<file path="src/rtl/core/pes_pkg.sv">
// Package for the payload experiment sequencer: types, register codes, constants.
`timescale 1ns / 1ps
package pes_pkg;

   localparam int unsigned CHUNK_BYTES_DEF = 256;
   localparam logic [15:0] SecondsPerMinute = 16'd60;
   localparam logic [1:0]  SupplyFull = 2'd0;

   typedef enum logic [2:0] {
      CSR_MIN_MINUTES     = 3'd0,
      CSR_MAX_MINUTES     = 3'd1,
      CSR_DEFAULT_MINUTES = 3'd2,
      CSR_FPGA_ON_DELAY   = 3'd3,
      CSR_TEMP_LOW_LIMIT  = 3'd4
   } csr_index_type;

   typedef struct packed {
      logic [7:0]         min_minutes;
      logic [7:0]         max_minutes;
      logic [7:0]         default_minutes;
      logic [15:0]        fpga_on_delay;
      logic signed [15:0] temp_low_limit;
   } cfg_type;

   typedef struct packed {
      logic               cmd_valid;
      logic [7:0]         cmd_minutes;
      logic [1:0]         supply_level;
      logic signed [15:0] core_temp;
      logic [31:0]        write_address;
   } req_item_type;

   typedef struct packed {
      logic        board_power;
      logic        fpga_power;
      logic        start_pulse;
      logic        read_valid;
      logic [31:0] read_address;
      logic [8:0]  read_length;
   } rsp_item_type;

   typedef struct packed {
      logic [15:0] countdown;
      logic [15:0] duration;
      logic        board_on;
      logic        fpga_on;
      logic        fpga_armed;
      logic        base_known;
      logic [31:0] read_pointer;
      logic        pending_valid;
      logic [7:0]  pending_minutes;
   } seq_state_type;

endpackage

</file>
<file path="src/rtl/core/pes_csr.sv">
// Configuration registers of the payload experiment sequencer.
`timescale 1ns / 1ps
module pes_csr
   import pes_pkg::*;
(
   input  logic        clock,
   input  logic        reset,
   input  logic        csr_write,
   input  logic [2:0]  csr_index,
   input  logic [15:0] csr_data,
   output cfg_type     cfg
);

   cfg_type cfg_ff;
   cfg_type cfg_in;

   always_comb begin
      cfg_in = cfg_ff;
      if (csr_write) begin
         case (csr_index)
            CSR_MIN_MINUTES:     cfg_in.min_minutes     = csr_data[7:0];
            CSR_MAX_MINUTES:     cfg_in.max_minutes     = csr_data[7:0];
            CSR_DEFAULT_MINUTES: cfg_in.default_minutes = csr_data[7:0];
            CSR_FPGA_ON_DELAY:   cfg_in.fpga_on_delay   = csr_data;
            CSR_TEMP_LOW_LIMIT:  cfg_in.temp_low_limit  = $signed(csr_data);
            default:             cfg_in = cfg_ff;
         endcase
      end
   end

   always_ff @(posedge clock) begin
      if (reset) begin
         cfg_ff.min_minutes     <= 8'd1;
         cfg_ff.max_minutes     <= 8'd60;
         cfg_ff.default_minutes <= 8'd10;
         cfg_ff.fpga_on_delay   <= 16'd5;
         cfg_ff.temp_low_limit  <= 16'sd0;
      end else begin
         cfg_ff <= cfg_in;
      end
   end

   assign cfg = cfg_ff;

endmodule

</file>
<file path="src/rtl/core/pes_step.sv">
// One-tick update of the sequencer: next state and result from state, item and config.
`timescale 1ns / 1ps
module pes_step
   import pes_pkg::*;
#(
   parameter int unsigned CHUNK_BYTES = CHUNK_BYTES_DEF
) (
   input  cfg_type       cfg,
   input  seq_state_type state_cur,
   input  req_item_type  item,
   output seq_state_type state_nxt,
   output rsp_item_type  result
);

   localparam int unsigned LenW = $clog2(CHUNK_BYTES + 1);

   seq_state_type n;
   logic          temp_ok;
   logic [15:0]   minutes16;
   logic [15:0]   on_mark;
   logic [31:0]   diff;
   logic [LenW-1:0] len;
   logic          start;
   logic          rd;
   logic [31:0]   rd_addr;
   logic [LenW-1:0] rd_len;

   assign temp_ok = item.core_temp < cfg.temp_low_limit;
   assign on_mark = state_cur.duration - cfg.fpga_on_delay;

   always_comb begin
      n         = state_cur;
      start     = 1'b0;
      rd        = 1'b0;
      rd_addr   = '0;
      rd_len    = '0;
      minutes16 = '0;
      diff      = '0;
      len       = '0;

      if (item.cmd_valid) begin
         n.pending_valid   = 1'b1;
         n.pending_minutes = item.cmd_minutes;
      end

      if (state_cur.countdown == 16'd0) begin
         if (n.pending_valid) begin
            n.pending_valid = 1'b0;
            if (n.pending_minutes >= cfg.min_minutes && n.pending_minutes <= cfg.max_minutes)
               minutes16 = {8'd0, n.pending_minutes};
            else
               minutes16 = {8'd0, cfg.default_minutes};
            if (n.pending_minutes == 8'd0)
               n.countdown = '0;
            else
               n.countdown = 16'(minutes16 * SecondsPerMinute);
            n.duration = n.countdown;
         end
      end else begin
         n.countdown = state_cur.countdown - 16'd1;
         if (state_cur.board_on) begin
            // stop command while running
            if (n.pending_valid && n.pending_minutes == 8'd0) begin
               n.pending_valid = 1'b0;
               n.countdown     = '0;
               n.fpga_armed    = 1'b0;
            end
            if (state_cur.base_known) begin
               if (n.fpga_armed && temp_ok) begin
                  if (n.countdown == on_mark) begin
                     n.fpga_on = 1'b1;
                     start     = 1'b1;
                  end
                  if (n.countdown == 16'd0) begin
                     n.fpga_on    = 1'b0;
                     n.fpga_armed = 1'b0;
                  end
               end else begin
                  n.fpga_on    = 1'b0;
                  n.fpga_armed = 1'b0;
                  n.countdown  = '0;
               end
            end else begin
               n.read_pointer = item.write_address;
               n.base_known   = 1'b1;
            end

            if (item.write_address <= n.read_pointer) begin
               n.read_pointer = item.write_address;
               if (n.countdown == 16'd0) begin
                  n.fpga_on    = 1'b0;
                  n.fpga_armed = 1'b0;
                  n.board_on   = 1'b0;
               end
            end else begin
               diff = item.write_address - n.read_pointer;
               if (diff >= 32'(CHUNK_BYTES))
                  len = LenW'(CHUNK_BYTES);
               else
                  len = diff[LenW-1:0];
               rd             = 1'b1;
               rd_addr        = n.read_pointer;
               rd_len         = len;
               n.read_pointer = n.read_pointer + 32'(len);
            end
         end
      end

      if (item.supply_level == SupplyFull) begin
         if (n.countdown != 16'd0) begin
            n.board_on = 1'b1;
            if (!n.fpga_armed && temp_ok)
               n.fpga_armed = 1'b1;
         end
      end else if (n.board_on) begin
         n.countdown     = '0;
         n.fpga_on       = 1'b0;
         n.board_on      = 1'b0;
         n.fpga_armed    = 1'b0;
         n.pending_valid = 1'b0;
      end
   end

   assign state_nxt = n;

   always_comb begin
      result.board_power  = n.board_on;
      result.fpga_power   = n.fpga_on;
      result.start_pulse  = start;
      result.read_valid   = rd;
      result.read_address = rd_addr;
      result.read_length  = 9'(rd_len);
   end

endmodule

</file>
<file path="src/rtl/core/payload_experiment_sequencer.sv">
// Top level of the payload experiment sequencer.
// The request is held in an input register, then its result in a result register; a response stall can hold it between.
// Throughput: one tick per cycle while the response side does not stall; the state update is combinational.
// Reset (synchronous): state cleared, both channels empty, registers to their reset values.
`timescale 1ns / 1ps
module payload_experiment_sequencer
   import pes_pkg::*;
#(
   parameter int unsigned CHUNK_BYTES = CHUNK_BYTES_DEF
) (
   input  logic               clock,
   input  logic               reset,
   input  logic               csr_write,
   input  logic [2:0]         csr_index,
   input  logic [15:0]        csr_data,
   input  logic               req_valid,
   output logic               req_stall,
   input  logic               req_cmd_valid,
   input  logic [7:0]         req_cmd_minutes,
   input  logic [1:0]         req_supply_level,
   input  logic signed [15:0] req_core_temp,
   input  logic [31:0]        req_write_address,
   output logic               rsp_valid,
   input  logic               rsp_stall,
   output logic               rsp_board_power,
   output logic               rsp_fpga_power,
   output logic               rsp_start_pulse,
   output logic               rsp_read_valid,
   output logic [31:0]        rsp_read_address,
   output logic [8:0]         rsp_read_length
);

   cfg_type       cfg;
   logic          s1_valid_ff;
   req_item_type  s1_item_ff;
   seq_state_type state_ff;
   seq_state_type state_in;
   rsp_item_type  result;
   logic          rsp_valid_ff;
   rsp_item_type  rsp_item_ff;
   logic          step_fire;
   logic          req_take;

   pes_csr u_csr (
      .clock     (clock),
      .reset     (reset),
      .csr_write (csr_write),
      .csr_index (csr_index),
      .csr_data  (csr_data),
      .cfg       (cfg)
   );

   pes_step #(
      .CHUNK_BYTES (CHUNK_BYTES)
   ) u_step (
      .cfg       (cfg),
      .state_cur (state_ff),
      .item      (s1_item_ff),
      .state_nxt (state_in),
      .result    (result)
   );

   // item in stage 1 moves on when the result register is free or being drained
   assign step_fire = s1_valid_ff && (!rsp_valid_ff || !rsp_stall);
   assign req_stall = s1_valid_ff && rsp_valid_ff && rsp_stall;
   assign req_take  = req_valid && !req_stall;

   always_ff @(posedge clock) begin
      if (reset) begin
         s1_valid_ff <= 1'b0;
      end else if (req_take) begin
         s1_valid_ff <= 1'b1;
      end else if (step_fire) begin
         s1_valid_ff <= 1'b0;
      end
   end

   always_ff @(posedge clock) begin
      if (req_take) begin
         s1_item_ff.cmd_valid     <= req_cmd_valid;
         s1_item_ff.cmd_minutes   <= req_cmd_minutes;
         s1_item_ff.supply_level  <= req_supply_level;
         s1_item_ff.core_temp     <= req_core_temp;
         s1_item_ff.write_address <= req_write_address;
      end
   end

   always_ff @(posedge clock) begin
      if (reset) begin
         state_ff <= '0;
      end else if (step_fire) begin
         state_ff <= state_in;
      end
   end

   always_ff @(posedge clock) begin
      if (reset) begin
         rsp_valid_ff <= 1'b0;
      end else if (step_fire) begin
         rsp_valid_ff <= 1'b1;
      end else if (!rsp_stall) begin
         rsp_valid_ff <= 1'b0;
      end
   end

   always_ff @(posedge clock) begin
      if (step_fire) begin
         rsp_item_ff <= result;
      end
   end

   assign rsp_valid        = rsp_valid_ff;
   assign rsp_board_power  = rsp_item_ff.board_power;
   assign rsp_fpga_power   = rsp_item_ff.fpga_power;
   assign rsp_start_pulse  = rsp_item_ff.start_pulse;
   assign rsp_read_valid   = rsp_item_ff.read_valid;
   assign rsp_read_address = rsp_item_ff.read_address;
   assign rsp_read_length  = rsp_item_ff.read_length;

   // FPGA supply never on without board supply
   a_fpga_needs_board: assert property (@(posedge clock) disable iff (reset)
      !state_ff.board_on |-> !state_ff.fpga_on)
      else $error("fpga on while board off");

   // a reduced energy level leaves the board off
   a_low_energy_off: assert property (@(posedge clock) disable iff (reset)
      (step_fire && s1_item_ff.supply_level != SupplyFull) |=> !state_ff.board_on)
      else $error("board on after low energy tick");

   // backpressure only when both stages are full
   a_stall_full: assert property (@(posedge clock) disable iff (reset)
      req_stall |-> (s1_valid_ff && rsp_valid_ff))
      else $error("stall with a free stage");

   // a response without a read request carries a zero address and length
   a_no_read_zero: assert property (@(posedge clock) disable iff (reset)
      (rsp_valid && !rsp_read_valid) |-> (rsp_read_address == 32'd0 && rsp_read_length == 9'd0))
      else $error("idle read fields not zero");

endmodule
</file>
<file path="config.mk">
export PLATFORM = sky130hd
export DESIGN_NAME = payload_experiment_sequencer
export DESIGN_NICKNAME = d
export VERILOG_FILES = /design/src/rtl/core/pes_pkg.sv /design/src/rtl/core/pes_csr.sv /design/src/rtl/core/pes_step.sv /design/src/rtl/core/payload_experiment_sequencer.sv
export SDC_FILE = /design/constraint.sdc
export NUM_CORES = 1
export LEC_CHECK = 0
export ABC_AREA = 1
export CORE_MARGIN = 8
export CORE_UTILIZATION = 55
export CTS_CLUSTER_SIZE = 20
export DETAILED_ROUTE_END_ITERATION = 6
export DONT_BUFFER_PORTS = 1
export PLACE_DENSITY = 0.7
export SLEW_MARGIN = 15
export SYNTH_ARGS = -nofsm -noshare
export SYNTH_HDL_FRONTEND = slang
export SYNTH_SLANG_ARGS = --single-unit
</file>
<file path="constraint.sdc">
create_clock -name clock -period 7 [get_ports clock]
set_clock_uncertainty 0.2 [all_clocks]
set_input_delay 0.7 -clock clock [delete_from_list [all_inputs] [get_ports clock]]
set_output_delay 0.7 -clock clock [all_outputs]
set_load 0.1 [all_outputs]
</file>
# Yosys cells after proc, flatten, opt, wreduce, memory -nomap -nowiden
# Cells that the tools add are included.
# totals
ff_bits	239
wordCells	131
# op_classes
addsub	4
n_mul	1
order_cmp	5
eq_ne	6
muxes	53
n_bitwise	4
reduce_logical	31
# ops
op	n
2-to-1 mux 16 bit	14
2-to-1 mux 32 bit	3
2-to-1 mux 33 bit	2
zero test 16 bit	3
2-to-1 mux 9 bit	5
2-to-1 mux 37 bit	1
2-to-1 mux 36 bit	1
adder 32 x 9 -> 32 bit	1
>= comparator 32 x 9 -> 1 bit (second input constant)	1
<= comparator 32 bit	1
subtractor 32 bit	1
2-to-1 mux 1 bit	20
equality test 16 bit	1
less-than comparator 16 bit	1
multiplier 16 x 4 -> 14 bit (second input constant)	1
nonzero test 16 bit	1
subtractor 16 x 1 -> 16 bit (second input constant)	1
subtractor 16 bit	1
AND reduction 2 bit	5
>= comparator 8 bit	1
<= comparator 8 bit	1
logical AND 1 bit	8
zero test 8 bit	1
2-to-1 mux 2 bit	4
other kinds (16)	25

# Depth between registers and ports, before layout
# Gate-level depths: netlist (run 1).
# depth
ltp_word	21
ltp_mapped	42
mapped_depth_nobuf	42

# Modules after synthesis
# Synthesis (run 1) repeated with hierarchy kept, for this count alone.
# unflattened
cells_unflattened	2785
hier_area_um2	18286.3
# by_module_without_submodules
module	n_inst	cells_each	area_each_um2
pes_step	1	1836	9317.7
payload_experiment_sequencer	1	621	6711.4
pes_csr	1	328	2257.2

# Least setup slack after synthesis (run 1)
# No wires, ideal clock.
# synth_timing
kind	reg-to-reg
start	register s1_item_ff[58] in the netlist's numbering
end	register rsp_item_ff, in the netlist rsp_board_power, data pin
setup_time_ps	259
arrival_time_ps	5467
required_ps	6541
setup_slack_ps	1074
path_stages_with_launch	35
n_path_buf	1
period_less_slack_ps	5926
path_cell_list	edfxtp_1 -> o21ai_0 -> inv_1 -> ha_1 -> inv_1 -> nor2_1 -> nor2_1 -> o21ai_0 -> a21oi_1 -> o21ai_0 -> o41ai_1 -> nand2_1 -> clkbuf_1 -> o21ai_0 -> fa_1 -> ha_1 -> or2_2 -> nand2_1 -> inv_1 -> ha_1 -> a21oi_1 -> o21ai_0 -> a21oi_1 -> nor2_1 -> o21ai_0 -> nand2_1 -> or2_2 -> nand3_1 -> o21ai_0 -> nor2_1 -> nand2_1 -> nor2_1 -> nand2_1 -> o21ai_0 -> inv_1
# synth_lines
element	line_no	rtl
start, declared	payload_experiment_sequencer.sv:35	req_item_type s1_item_ff;
end signal, assigned	payload_experiment_sequencer.sv:108	rsp_item_ff <= result;
end, declared	payload_experiment_sequencer.sv:40	rsp_item_type rsp_item_ff;

==> results of run 1 <==
==> flip-flops by register name (all words and copies together), names as in the netlist <==
register / count
rsp_board_power: 1
rsp_read_valid: 1
u_csr.cfg: 56
s1_valid_ff: 1
s1_item_ff: 59
rsp_read_address: 32
state_ff: 74
rsp_start_pulse: 1
rsp_valid: 1
rsp_read_length: 9
rsp_fpga_power: 1
==> cells in the mapped netlist, types with 11 or more instances <==
cell and number:
a21oi_1 194, clkbuf_1 47, dfxtp_1 132, edfxtp_1 104, ha_1 104, inv_1 323, mux2i_1 16, nand2_1 530
nand2_2 14, nand3_1 110, nand4_1 31, nor2_1 227, nor3_1 34, o211ai_1 16, o21ai_0 149, o21ai_1 11
or2_2 30, xnor2_1 22, xor2_1 38
==> path summary, 6_finish.rpt <==
check | from | end | slack, ns
setup / recovery | s1_item_ff[58] | rsp_board_power | 0.66
hold reg to reg | state_ff[24] | state_ff[24] | 0.26
setup reg to reg | s1_item_ff[58] | rsp_board_power | 0.66
hold / removal | reset | state_ff[72] | 0.03
==> kinds of logic (layout without fill, tap and decap cells) <==
kind of cell             after synthesis  after routing  share of synthesized area, %
AND/OR/NAND/NOR                     1008           1008                         26.67
AO/OA/AOI/OAI                        418            418                         14.19
buffers and inverters                389            424                         9.478
flip-flops                           236            236                         36.01
adder cells (fa/ha/maj)              114            114                         9.376
XOR/XNOR                              60             60                         3.282
multiplexers                          16             16                         1.000
==> repair_timing <==
action                     CTS  global route
setup buffers                0             5
setup endpoints to repair    0             4
gates resized for setup      0             7
hold endpoints to repair     0             0
==> layout make-up <==
cell class                      instances  area, um2  share of cell area (%)
Multi-Input combinational cell       1616       8742                   50.18
Tap cell                              384      480.5                   2.758
Timing Repair Buffer                   45      337.8                   1.939
Inverter                              331       1245                   7.145
Sequential cell                       236       5767                   33.10
Clock buffer                           33      686.9                   3.943
Clock inverter                         15      163.9                  0.9408
==> critical path: cells and delay by family (launching register included) <==
kind                       cells  cell delay (ns)
buffers and inverters          6             0.68
AOI/OAI and AO/OA             10             1.68
adders and majority gates      4             1.21
DFF                            1             0.42
and+or+nand+nor               14             1.88
==> per-stage QoR <==
stage	power (uW)	hold slack, ns	setup TNS [ns]
2_1_floorplan	4496	0.2236	0
3_3_place_gp	5319	0.2383	0
3_5_place_dp	5346	0.2453	0
4_1_cts	6721	0.004339	0
5_1_grt	7301	0.01205	-0.03783
6_report	6753	0.02810	0
==> cell usage in the layout, fill, tap and decap left out, drive strengths merged, types with 5 or more instances in the layout <==
master and count:
nor4 10, clkinv 14, clkinvlp 5, ha 104, clkbuf 33, o21bai 6
a21oi 204, buf 45, nor3 35, or2 31, dfxtp 132, xor2 38
a31oi 5, inv 325, and2 5, nor2 230, mux2i 16, o211ai 16
a21o 9, nand3 112, nand3b 6, nand4 31, o21ai 160, fa 10
nand2 546, edfxtp 104, xnor2 22
==> power breakdown <==
group | switching, uW | internal [uW] | leakage, uW | total (uW)
combinational | 2420 | 1210 | 0.00559 | 3630
clock | 572 | 776 | 0.000398 | 1350
sequential | 205 | 1580 | 0.00208 | 1780
total | 3190 | 3560 | 0.00807 | 6750
==> per-layer routing <==
layer	share of wire (%)	track usage [%]	up-vias
met4	2.7	6.995	0
met3	6.4	3.486	76
met1	47	36.17	6841
met5	0	0	-
li1	-	-	7354
met2	44	40.17	515
==> summary by stage, run 1 <==
Detailed routing
In the routed design, unresolved DRC markers number 0. After the first detailed-routing iteration, the DRC count stood at about 1,300. The number of nets still failing antenna checks after routing is 0. After detailed routing, the average wire length per cell comes to about 17 um. After detailed routing, the total wire length is 45,780 um. The routed via count is 14,786. The average vias per placed instance is about 5.6. The first detailed-routing pass ran for 6 iterations.

Place
OpenSTA, run right after detailed placement, puts the worst setup slack at 0.4303 ns. The number of instances in the placed design is roughly 2,600. After detailed placement, the total cell area comes to 0.01653 mm2. The routability congestion estimate is just under 1. The wire-length estimate of the detail-placed layout is roughly 35,000 um. Buffers placed on the I/O ports in this run total 0.

Setup path
In this run the worst path has a maximum fanout of 9. The cell with the largest stage delay on the worst path is edfxtp_1. Among the stages of the critical path, the cell type that occurs most often is nand2_1. For the worst setup path, the data required time is 7.09 ns. The arrival time at the worst endpoint is approximately 6.4 ns. The number of cells traversed by the worst register-to-register path is 34. By startpoint and endpoint, the worst setup path is classified as flip-flop to flip-flop.

The worst setup path is launched from a flip-flop. The worst setup path is captured at a flip-flop. The largest stage delay on the critical path is ~0.42 ns.

Synthesis
The number of warnings printed during yosys synthesis is 0. The number of flops mapped to enable cells by yosys is roughly 100. The gate count of the mapped netlist is roughly 2,200.

The net count after synthesis is around 2,400. The number of unique standard cell types used by synthesis is 57. After synthesis, the largest area contributor takes up about 20% of total cell area. The mean instance size in the synthesized netlist is between 7 and 8 um2. Ranked by total cell area, the synthesized netlist is headed by edfxtp_1 (20%), dfxtp_1 (17%), nand2_1 (12%), ha_1 (8.1%), inv_1 (7.6%). Summing every instance area after synthesis gives around 0.016 mm2. The dominant cell type by area after synthesis is edfxtp_1. Sequential elements use about 36% of the synthesized area.

The main flop type after synthesis is dfxtp_1. The async set-reset flop share out of synthesis is 0%. In this run, synthesis produced a sequential element count of 236.

Timing
The maximum operating frequency is between 0.15 and 0.2 GHz. The worst path uses between 90% and 100% of the clock period. The final max-slew violation count is 0. The final worst-path setup slack is approximately 0.66 ns.

The number of setup violations in the final report is 0. The worst slew margin relative to its limit is a little over a quarter. The clock period could shrink to 6.344 ns. Setup repair after global routing could not meet its margin everywhere. The final hold violation count is 0. The slew at the pin closest to its max-slew limit is between 1 and 1.5 ns.

CTS
The buffer type at the clock tree root is clkbuf_16. CTS built an H-tree with a depth of 1. Counting along the longest clock path gives a buffer depth of 3.

In this run, post-CTS hold repair placed 0 buffers. TritonCTS built the clock tree. The clock network latency to the later pin of the worst-skew pair is between 0.5 and 0.6 ns. The clock net sink count is 236.

The clock-pin slew on the worst setup and hold paths is 0.06 ns. The total CTS buffers is 26.

Global routing
The number of global-route vias before repair is roughly 14,000. After global routing the overflow that remains totals 0. The largest net degree at the start of global routing is between 80 and 90. The first global-routing pass estimated between 70,000 and 80,000 um of wire. The combined global-route utilization of all metal layers is about a quarter. The number of antenna violations at the first check in global routing is 0.

Die
In this run the vertical extent of the chip is 186.6 um. The area enclosed by the die boundary is 0.03483 mm2. After floorplanning, the core was sized to cover approximately 0.029 mm2. After floorplanning, the core was divided into 62 placement rows. The initial core utilization is between 50 and 60%. The width of the chip is roughly 190 um. 130 I/O pins were placed.

Layout
The post-route non-filler standard cell count is ~2,700. The fraction of final layout cells sized beyond drive strength 1 is under 10%. The finished layout cell area is between 0.015 and 0.02 mm2. Once layout is complete, the utilization of the core stands at 60.70%. In the final design database the tool counted about 2,500 nets. The count of fill cells added during filler insertion is 2,752. The number of diodes added for antenna fixing is 0.

Relative to the synthesized area, the layout overhead comes to 8.806%.

Power
The static leakage power is ~0.008 uW. The largest vdd supply drop is 0.2650 mV. The areal power density over the cells is between 300 and 400 mW/mm2.

Min path
The path class of the tightest hold or removal check is primary input to flip-flop. Counting instances, the worst hold path has a depth of 1.

Outcome
The run finished with clean final reports.

Run
Max-cap violations in this run came to 0.
Note: power is estimated with default switching activity, not from simulation.
==> inputs of run 2 (changes only) <==
ABC_AREA = not set   (was 1)
==> summary by stage, run 2 <==
Layout
The net total in the final layout came to 1,981 (was 2,453). The share of the core filled with cells is 61.54% (was 60.70%). The number of diodes added for antenna fixing is 0 (unchanged). The fraction of final layout cells sized beyond drive strength 1 came to 9.373% (was 6.898%). The flip-flop count of the largest register after layout is 74 (unchanged).

The register with the highest flop count was state_ff (unchanged). The signed area change from the synthesized netlist to the final layout is 10.73% (was 8.806%). Top library cells by usage in the layout, fill and taps aside: nand2_1 (208), nor2_1 (191), a21oi_1 (150) (was nand2_1 (529), inv_1 (322), nor2_1 (225)). The most common library cell in the layout ignoring fill and taps was nand2_1 (unchanged).

Setup path
The maximum net fanout on the critical path is 28 (was 9). The largest stage delay on the critical path is 0.45 ns (was 0.42 ns). The arrival time at the worst endpoint is 6.86 ns (was 6.43 ns).

The required time of the critical path is 7.24 ns (was 7.09 ns). The cell with the largest stage delay on the worst path is fa_1 (was edfxtp_1). The endpoint kind of the worst setup timing path is a flip-flop (unchanged).

The kind of critical path is flip-flop to flip-flop (unchanged). The sort of element at the start of the critical path is a flip-flop (unchanged). The cell seen most often among critical-path stages is o21ai_0 (was nand2_1).

CTS
The H-tree depth reported by CTS was 1 (unchanged). The deepest clock path buffer count is 3 (unchanged). The clock-pin slew on the worst setup and hold paths is 0.06 ns (about the same). The count of hold buffers inserted by post-cts repair is 0 (unchanged). The total CTS buffers is 26 (unchanged). The clock network latency to the later pin of the worst-skew pair is 0.54 ns (was 0.55 ns).

The buffer type at the clock tree root is clkbuf_16 (unchanged). The CTS tree is yes (unchanged). The clock net sink count came to 236 (unchanged).

Synthesis
The async set-reset flop share out of synthesis is 0% (unchanged). The number of register bits inferred by synthesis came to 236 (unchanged). The gate count of the mapped netlist was 1,774 (was 2,241). The cell area after synthesis was 0.01540 mm2 (was 0.01601 mm2). Leading cell types by total area after synthesis: edfxtp_1 (20%), dfxtp_1 (17%), ha_1 (8.5%), nand2_1 (5.1%), a21oi_1 (4.9%) (was edfxtp_1 (20%), dfxtp_1 (17%), nand2_1 (12%), ha_1 (8.1%), inv_1 (7.6%)). The main flop type after synthesis is dfxtp_1 (unchanged). The area share of the leading cell type in the synthesized netlist is 20.28% (was 19.50%). Most numerous cell types in the synthesized netlist: nand2_1 (208), nor2_1 (192), a21oi_1 (152) (was nand2_1 (530), inv_1 (323), nor2_1 (227)). The mean instance size in the synthesized netlist is 8.679 um2 (was 7.145 um2).

The most frequently used cell type in the post-synthesis netlist is nand2_1 (unchanged). The number of flops mapped to enable cells by yosys came to 104 (unchanged). The net count after synthesis is 1,971 (was 2,438). The number of unique standard cell types used by synthesis is 93 (was 57). The number of warnings printed during yosys synthesis came to 0 (unchanged).

The dominant cell type by area after synthesis is edfxtp_1 (unchanged). The fraction of the yosys area taken by sequential cells is 37.45% (was 36.01%).

Die
The number of placement rows is 61 (was 62). The initial core utilization is 55.58% (was 55.79%). The width of the chip was 183.3 um (was 186.6 um). The number of top-level pins came to 130 (unchanged). The placeable core region was 0.02771 mm2 (was 0.02870 mm2).

The area enclosed by the die boundary is 0.03360 mm2 (was 0.03483 mm2). The height of the chip was 183.3 um (was 186.6 um).

Global routing
The global-route congestion overflow total came to 0 (unchanged). The largest net degree at the start of global routing came to 126 (was 83). The combined global-route utilization of all metal layers is 24.74% (was 25.50%). The number of antenna violations at the first check in global routing is 0 (unchanged). The global-route wire length before repair is 68,120 um (was 73,470 um). The number of global-route vias before repair was 12,873 (was 13,862).

Power
The post-layout total power is 6148 uW (was 6753 uW). The largest vdd supply drop is 0.2791 mV (was 0.2650 mV). The areal power density over the cells came to 360.6 mW/mm2 (was 387.6 mW/mm2). The static leakage power is 0.006598 uW (was 0.008075 uW).

Detailed routing
The number of nets still failing antenna checks after routing is 0 (unchanged). The number of iterations in the first detailed-routing pass is 5 (was 6). The routed via count is 13,395 (was 14,786).

The sum of routed wire length over all layers is 42,730 um (was 45,780 um). The average vias per placed instance was 6.142 (was 5.559). The remaining design rule violation count is 0 (unchanged).

The violation count after the first detailed-route iteration is 1,034 (was 1,300). The wire length per cell after detailed routing was 19.59 um (was 17.21 um).

Place
The placement-stage worst setup slack came to 0.08523 ns (was 0.4303 ns). The number of buffers inserted by port buffering is 0 (unchanged). The routability congestion estimate is 0.9914 (was 0.9624). The total half-perimeter wirelength after legalization and detailed placement was 31,770 um (was 34,800 um).

Timing
The final critical delay including setup and external delays is 6.619 ns (was 6.344 ns). The number of setup violations in the final report was 0 (unchanged). The final sum of negative setup slack came to 0 ns (unchanged). The worst slew margin relative to its limit is 27.18% (was 26.13%). The final hold violation count was 0 (unchanged).

The maximum operating frequency is 0.1511 GHz (was 0.1576 GHz). The fraction of the cycle the final worst path needs came to 94.56% (was 90.63%). The final max-slew violation count is 0 (unchanged). The slew at the pin closest to its max-slew limit is 1.092 ns (was 1.107 ns).

The final worst-path setup slack is 0.3806 ns (was 0.6557 ns).

Outcome
Outcome: finished, final reports clean (unchanged).

Run
The max-capacitance violation count is 0 (unchanged).

Min path
The path category of the worst min-delay check is primary input to flip-flop (unchanged).
-- run 2: cell families (layout without fill, tap and decap cells) --
family,Yosys count,after routing,synth area share (%)
AOI/OAI and AO/OA,451,451,19.54
xor gates and xnor gates,63,63,3.681
adders and majority gates,116,116,9.881
buffers and inverters,184,213,4.762
DFF,236,236,37.45
muxes,67,67,4.469
and+or+nand+nor,657,657,20.22
-- run 2: where the power goes --
group | internal (uW) | switching (uW)
registers | 1550 | 192
clock network | 894 | 565
logic | 1120 | 1830
total | 3560 | 2590
-- run 2: layer usage --
metal	GRT usage [%]	share of wire (%)	routed length [um]	vias up
met5	0	0	0	-
met4	9.662	4.0	1693	0
li1	-	-	-	6466
met1	30.88	42	17900	6324
met2	42.61	48	20550	483
met3	3.641	6.1	2594	122
-- run 2: through the flow --
step | std cells | instance area, um2 | hold WS [ns]
4_1_cts | 2176 | 16910 | 0.01652
3_5_place_dp | 2129 | 15980 | 0.2451
2_1_floorplan | 1774 | 15410 | 0.2356
6_report | 2181 | 17050 | 0.04662
3_3_place_gp | 2129 | 15980 | 0.2400
5_1_grt | 2181 | 17050 | 0.02184
-- run 2: cell type report --
class | instances | area, um2
Clock buffer | 35 | 779.5
Clock inverter | 12 | 151.4
Fill cell | 2434 | 10660
Inverter | 107 | 401.6
Multi-Input combinational cell | 1354 | 9017
Sequential cell | 236 | 5767
Tap cell | 378 | 473.0
Timing Repair Buffer | 59 | 459.2
-- run 2: path summary, 6_finish.rpt --
kind	startpoint	to	slack, ns	cells past startpoint
hold / removal	req_cmd_minutes[0]	s1_item_ff[50]	0.05	0
setup / recovery	state_ff[41]	state_ff[21]	0.38	27
hold reg to reg	u_csr.cfg[7]	u_csr.cfg[7]	0.25	2
setup reg to reg	state_ff[41]	state_ff[21]	0.38	27
-- run 2: repair_timing --
action / in CTS / in global routing
buffers inserted: 0 / 5
endpoints found under the setup margin: 0 / 17
resized for setup: 0 / 33
endpoints found under the hold margin: 0 / 0
-- run 2: worst max-delay path: cells and delay by family, from the launching register on --
family,cells,cell delay [ns]
AOI/OAI and AO/OA,13,2.64
buffers and inverters,3,0.57
and+or+nand+nor,7,1.54
adders and majority gates,2,0.83
DFF,1,0.34
muxes,2,0.40
==> inputs of run 3 (changes only) <==
CORE_ASPECT_RATIO = 2   (was not set)
PLACE_DENSITY = not set   (was 0.7)
PLACE_DENSITY_LB_ADDON = 0.15   (was not set)
SYNTH_HIERARCHICAL = 1   (was not set)
==> summary by stage, run 3 <==
Synthesis
The dominant cell type by area after synthesis is edfxtp_1 (unchanged). The main flop type after synthesis was dfxtp_1 (unchanged). Leading cell types by total area after synthesis: edfxtp_1 (18%), dfxtp_1 (15%), mux2i_1 (10%), nand2b_1 (8.2%), ha_1 (7.4%) (was edfxtp_1 (20%), dfxtp_1 (17%), ha_1 (8.5%), nand2_1 (5.1%), a21oi_1 (4.9%)).

The async set-reset flop share out of synthesis is 0% (unchanged). The number of unique standard cell types used by synthesis is 96 (was 93). The net count after synthesis is 2,187 (was 1,971).

The number of register bits inferred by synthesis is 239 (was 236). The mean instance size in the synthesized netlist was 8.862 um2 (was 8.679 um2). The area share of the leading cell type in the synthesized netlist is 17.73% (was 20.28%).

Most numerous cell types in the synthesized netlist: nand2b_1 (232), mux2i_1 (182), nor2_1 (182) (was nand2_1 (208), nor2_1 (192), a21oi_1 (152)). The most frequently used cell type in the post-synthesis netlist is nand2b_1 (was nand2_1). The cell area after synthesis came to 0.01762 mm2 (was 0.01540 mm2). The number of flops mapped to enable cells by yosys is 104 (unchanged). The fraction of the yosys area taken by sequential cells came to 33.07% (was 37.45%). The gate count of the mapped netlist is 1,988 (was 1,774). The number of warnings printed during yosys synthesis is 6 (was 0).

CTS
The clock network latency to the later pin of the worst-skew pair is 0.54 ns (about the same). The clock net sink count was 239 (was 236). The H-tree depth reported by CTS was 1 (unchanged).

The deepest clock path buffer count is 3 (unchanged). The clock-pin slew on the worst setup and hold paths came to 0.07 ns (was 0.06 ns). The total CTS buffers is 23 (was 26). The buffer type at the clock tree root is clkbuf_16 (unchanged).

The CTS tree is yes (unchanged).

Layout
The fraction of final layout cells sized beyond drive strength 1 was 14.61% (was 9.373%). The flip-flop count of the largest register after layout is 77 (was 74). The register with the highest flop count is state_ff (unchanged). The number of diodes added for antenna fixing is 0 (unchanged). The share of the core filled with cells is 64.00% (was 61.54%).

Top library cells by usage in the layout, fill and taps aside: nand2b_1 (232), nor2_1 (178), buf_4 (172) (was nand2_1 (208), nor2_1 (191), a21oi_1 (150)). The net total in the final layout is 2,283 (was 1,981). The most common library cell in the layout ignoring fill and taps is nand2b_1 (was nand2_1). The signed area change from the synthesized netlist to the final layout is 14.57% (was 10.73%).

Timing
The fraction of the cycle the final worst path needs came to 96.38% (was 94.56%). The final sum of negative setup slack was 0 ns (unchanged). The number of setup violations in the final report is 0 (unchanged).

Setup repair after global routing could not meet its margin everywhere. The final critical delay including setup and external delays is 6.747 ns (was 6.619 ns). The worst-case hold slack is 0.04695 ns (was 0.04662 ns). The final max-slew violation count is 0 (unchanged). The final hold violation count is 0 (unchanged).

The slew at the pin closest to its max-slew limit is 1.095 ns (was 1.092 ns). The maximum operating frequency is 0.1482 GHz (was 0.1511 GHz). The worst slew margin relative to its limit is 26.89% (was 27.18%).

Power
The largest vdd supply drop came to 0.2563 mV (was 0.2791 mV). The relative contribution of combinational cells to total power was 45.9% (was 48.0%). The areal power density over the cells is 278.8 mW/mm2 (was 360.6 mW/mm2).

The static leakage power is 0.008142 uW (was 0.006598 uW). The portion of total power attributed to the clock network is 23.3% (was 23.7%). The fraction of power spent switching nets was 39.84% (was 42.14%). The net switching power is 2242 uW (was 2591 uW). The post-layout total power was 5627 uW (was 6148 uW). The register share of total power is 30.8% (was 28.3%).

The internal power of the cells is 3385 uW (was 3557 uW).

Detailed routing
The routed via count is 15,140 (was 13,395). The remaining design rule violation count is 0 (unchanged). The number of iterations in the first detailed-routing pass is 5 (unchanged). The wire length per cell after detailed routing is 21.76 um (was 19.59 um).

The average vias per placed instance is 5.998 (was 6.142). The sum of routed wire length over all layers is 54,930 um (was 42,730 um). The number of nets still failing antenna checks after routing is 0 (unchanged). The violation count after the first detailed-route iteration is 708 (was 1,034).

Die
The initial core utilization was 55.86% (was 55.58%). The width of the chip is 142.6 um (was 183.3 um). The area enclosed by the die boundary is 0.03836 mm2 (was 0.03360 mm2). The number of placement rows is 92 (was 61). The number of top-level pins is 130 (unchanged). The placeable core region came to 0.03154 mm2 (was 0.02771 mm2). The height of the chip came to 269.1 um (was 183.3 um).

Place
The total half-perimeter wirelength after legalization and detailed placement is 41,910 um (was 31,770 um). The number of buffers inserted by port buffering is 0 (unchanged). The routability congestion estimate came to 0.9744 (was 0.9914).

Setup path
The family of cells with the greatest summed delay on the critical path is compound AO/OA/AOI/OAI gates (unchanged). The arrival time at the worst endpoint came to 7.01 ns (was 6.86 ns). The largest stage delay on the critical path is 0.45 ns (about the same). The buffers plus inverters on the worst setup path is 3 (unchanged). The maximum net fanout on the critical path is 8 (was 28). The cell with the largest stage delay on the worst path is dfxtp_4 (was fa_1). The kind of critical path is flip-flop to flip-flop (unchanged).

The sort of element at the start of the critical path was a flip-flop (unchanged). The endpoint kind of the worst setup timing path is a flip-flop (unchanged). The required time of the critical path is 7.26 ns (was 7.24 ns).

Global routing
The number of antenna violations at the first check in global routing is 0 (unchanged). The number of global-route vias before repair is 15,381 (was 12,873). The global-route wire length before repair is 82,610 um (was 68,120 um). The global-route congestion overflow total is 0 (unchanged). The largest net degree at the start of global routing is 235 (was 126). The combined global-route utilization of all metal layers came to 27.66% (was 24.74%).

Min path
The path category of the worst min-delay check is primary input to flip-flop (unchanged).

Outcome
Outcome: finished, final reports clean (unchanged).

Run
The max-capacitance violation count is 0 (unchanged).
## run 3: changes by cell type after synthesis, sizes merged, moves of 14 or more
cell and delta:
clkbuf +21, mux2i +126, inv +14, nand2b +218
a21oi -46, nand2 -111
## run 3: cell families (layout without fill, tap and decap cells)
family	after synthesis	in the layout	share of synthesized area (%)
AO/OA/AOI/OAI	387	387	14.98
XOR/XNOR	63	63	3.210
adder cells (fa/ha/maj)	116	116	8.749
buffers and inverters	228	341	5.525
flip-flops	239	239	33.07
multiplexers	192	192	10.98
AND/OR/NAND/NOR	763	763	23.49
## run 3: area by class of cell
cell class | count | area [um2]
fill | 2733 | 11350
multi-input combinational | 1521 | 11180
sequential | 239 | 5829
timing repair buffer | 178 | 1408
clock buffer | 31 | 625.6
tap | 423 | 529.3
inverter | 121 | 454.2
clock inverter | 11 | 156.4
## run 3: final timing paths
kind                   endpoint                 start  slack, ns  depth (start not counted)
setup / recovery   state_ff[33]          state_ff[41]       0.25                         29
hold / removal    s1_item_ff[0]  req_write_address[0]       0.05                          0
setup reg to reg   state_ff[33]          state_ff[41]       0.25                         29
hold reg to reg   u_csr/cfg[47]         u_csr/cfg[47]       0.27                          2
## run 3: worst reg2reg max path, delay by kind of cell (launching register included)
kind                     cells  cell delay, ns
flip-flops                   1            0.45
multiplexers                 2            0.48
AO/OA/AOI/OAI               12            2.45
adder cells (fa/ha/maj)      2            0.64
AND/OR/NAND/NOR             10            1.96
buffers and inverters        3            0.51
## run 3: power by group through the flow
| stage | sequential (uW) | combinational (uW) | clock (uW) |
|---|---|---|---|
| 2_1_floorplan | 1720 | 1800 | 0 |
| 3_3_place_gp | 1760 | 2410 | 0 |
| 3_5_place_dp | 1760 | 2450 | 0 |
| 4_1_cts | 1730 | 2470 | 1340 |
| 5_1_grt | 1740 | 2820 | 1400 |
| 6_report | 1730 | 2580 | 1310 |
## run 3: metrics by stage
stage / cells / setup slack (ns) / instance area [um2]
floorplan: 1988 / 0.001822 / 17700
global placement: 2466 / 0.04873 / 18950
detailed placement: 2466 / -0.1402 / 18950
CTS: 2508 / 0.004408 / 19750
global route: 2524 / -0.08832 / 20190
finish: 2524 / 0.2532 / 20190
## run 3: repair_timing
item                                   CTS  global route
setup endpoints to repair               18            31
gates cloned                             0             2
pin swaps                                2            16
gates resized for setup                  6            70
hold buffers                             0             0
setup buffers                            0            14
endpoints found under the hold margin    0             0
## run 3: per-layer routing
metal	wire length [um]	global-route usage (%)
met1	17930	23.96
met2	30700	55.31
met3	1804	3.240
met4	4489	19.92
met5	0	0
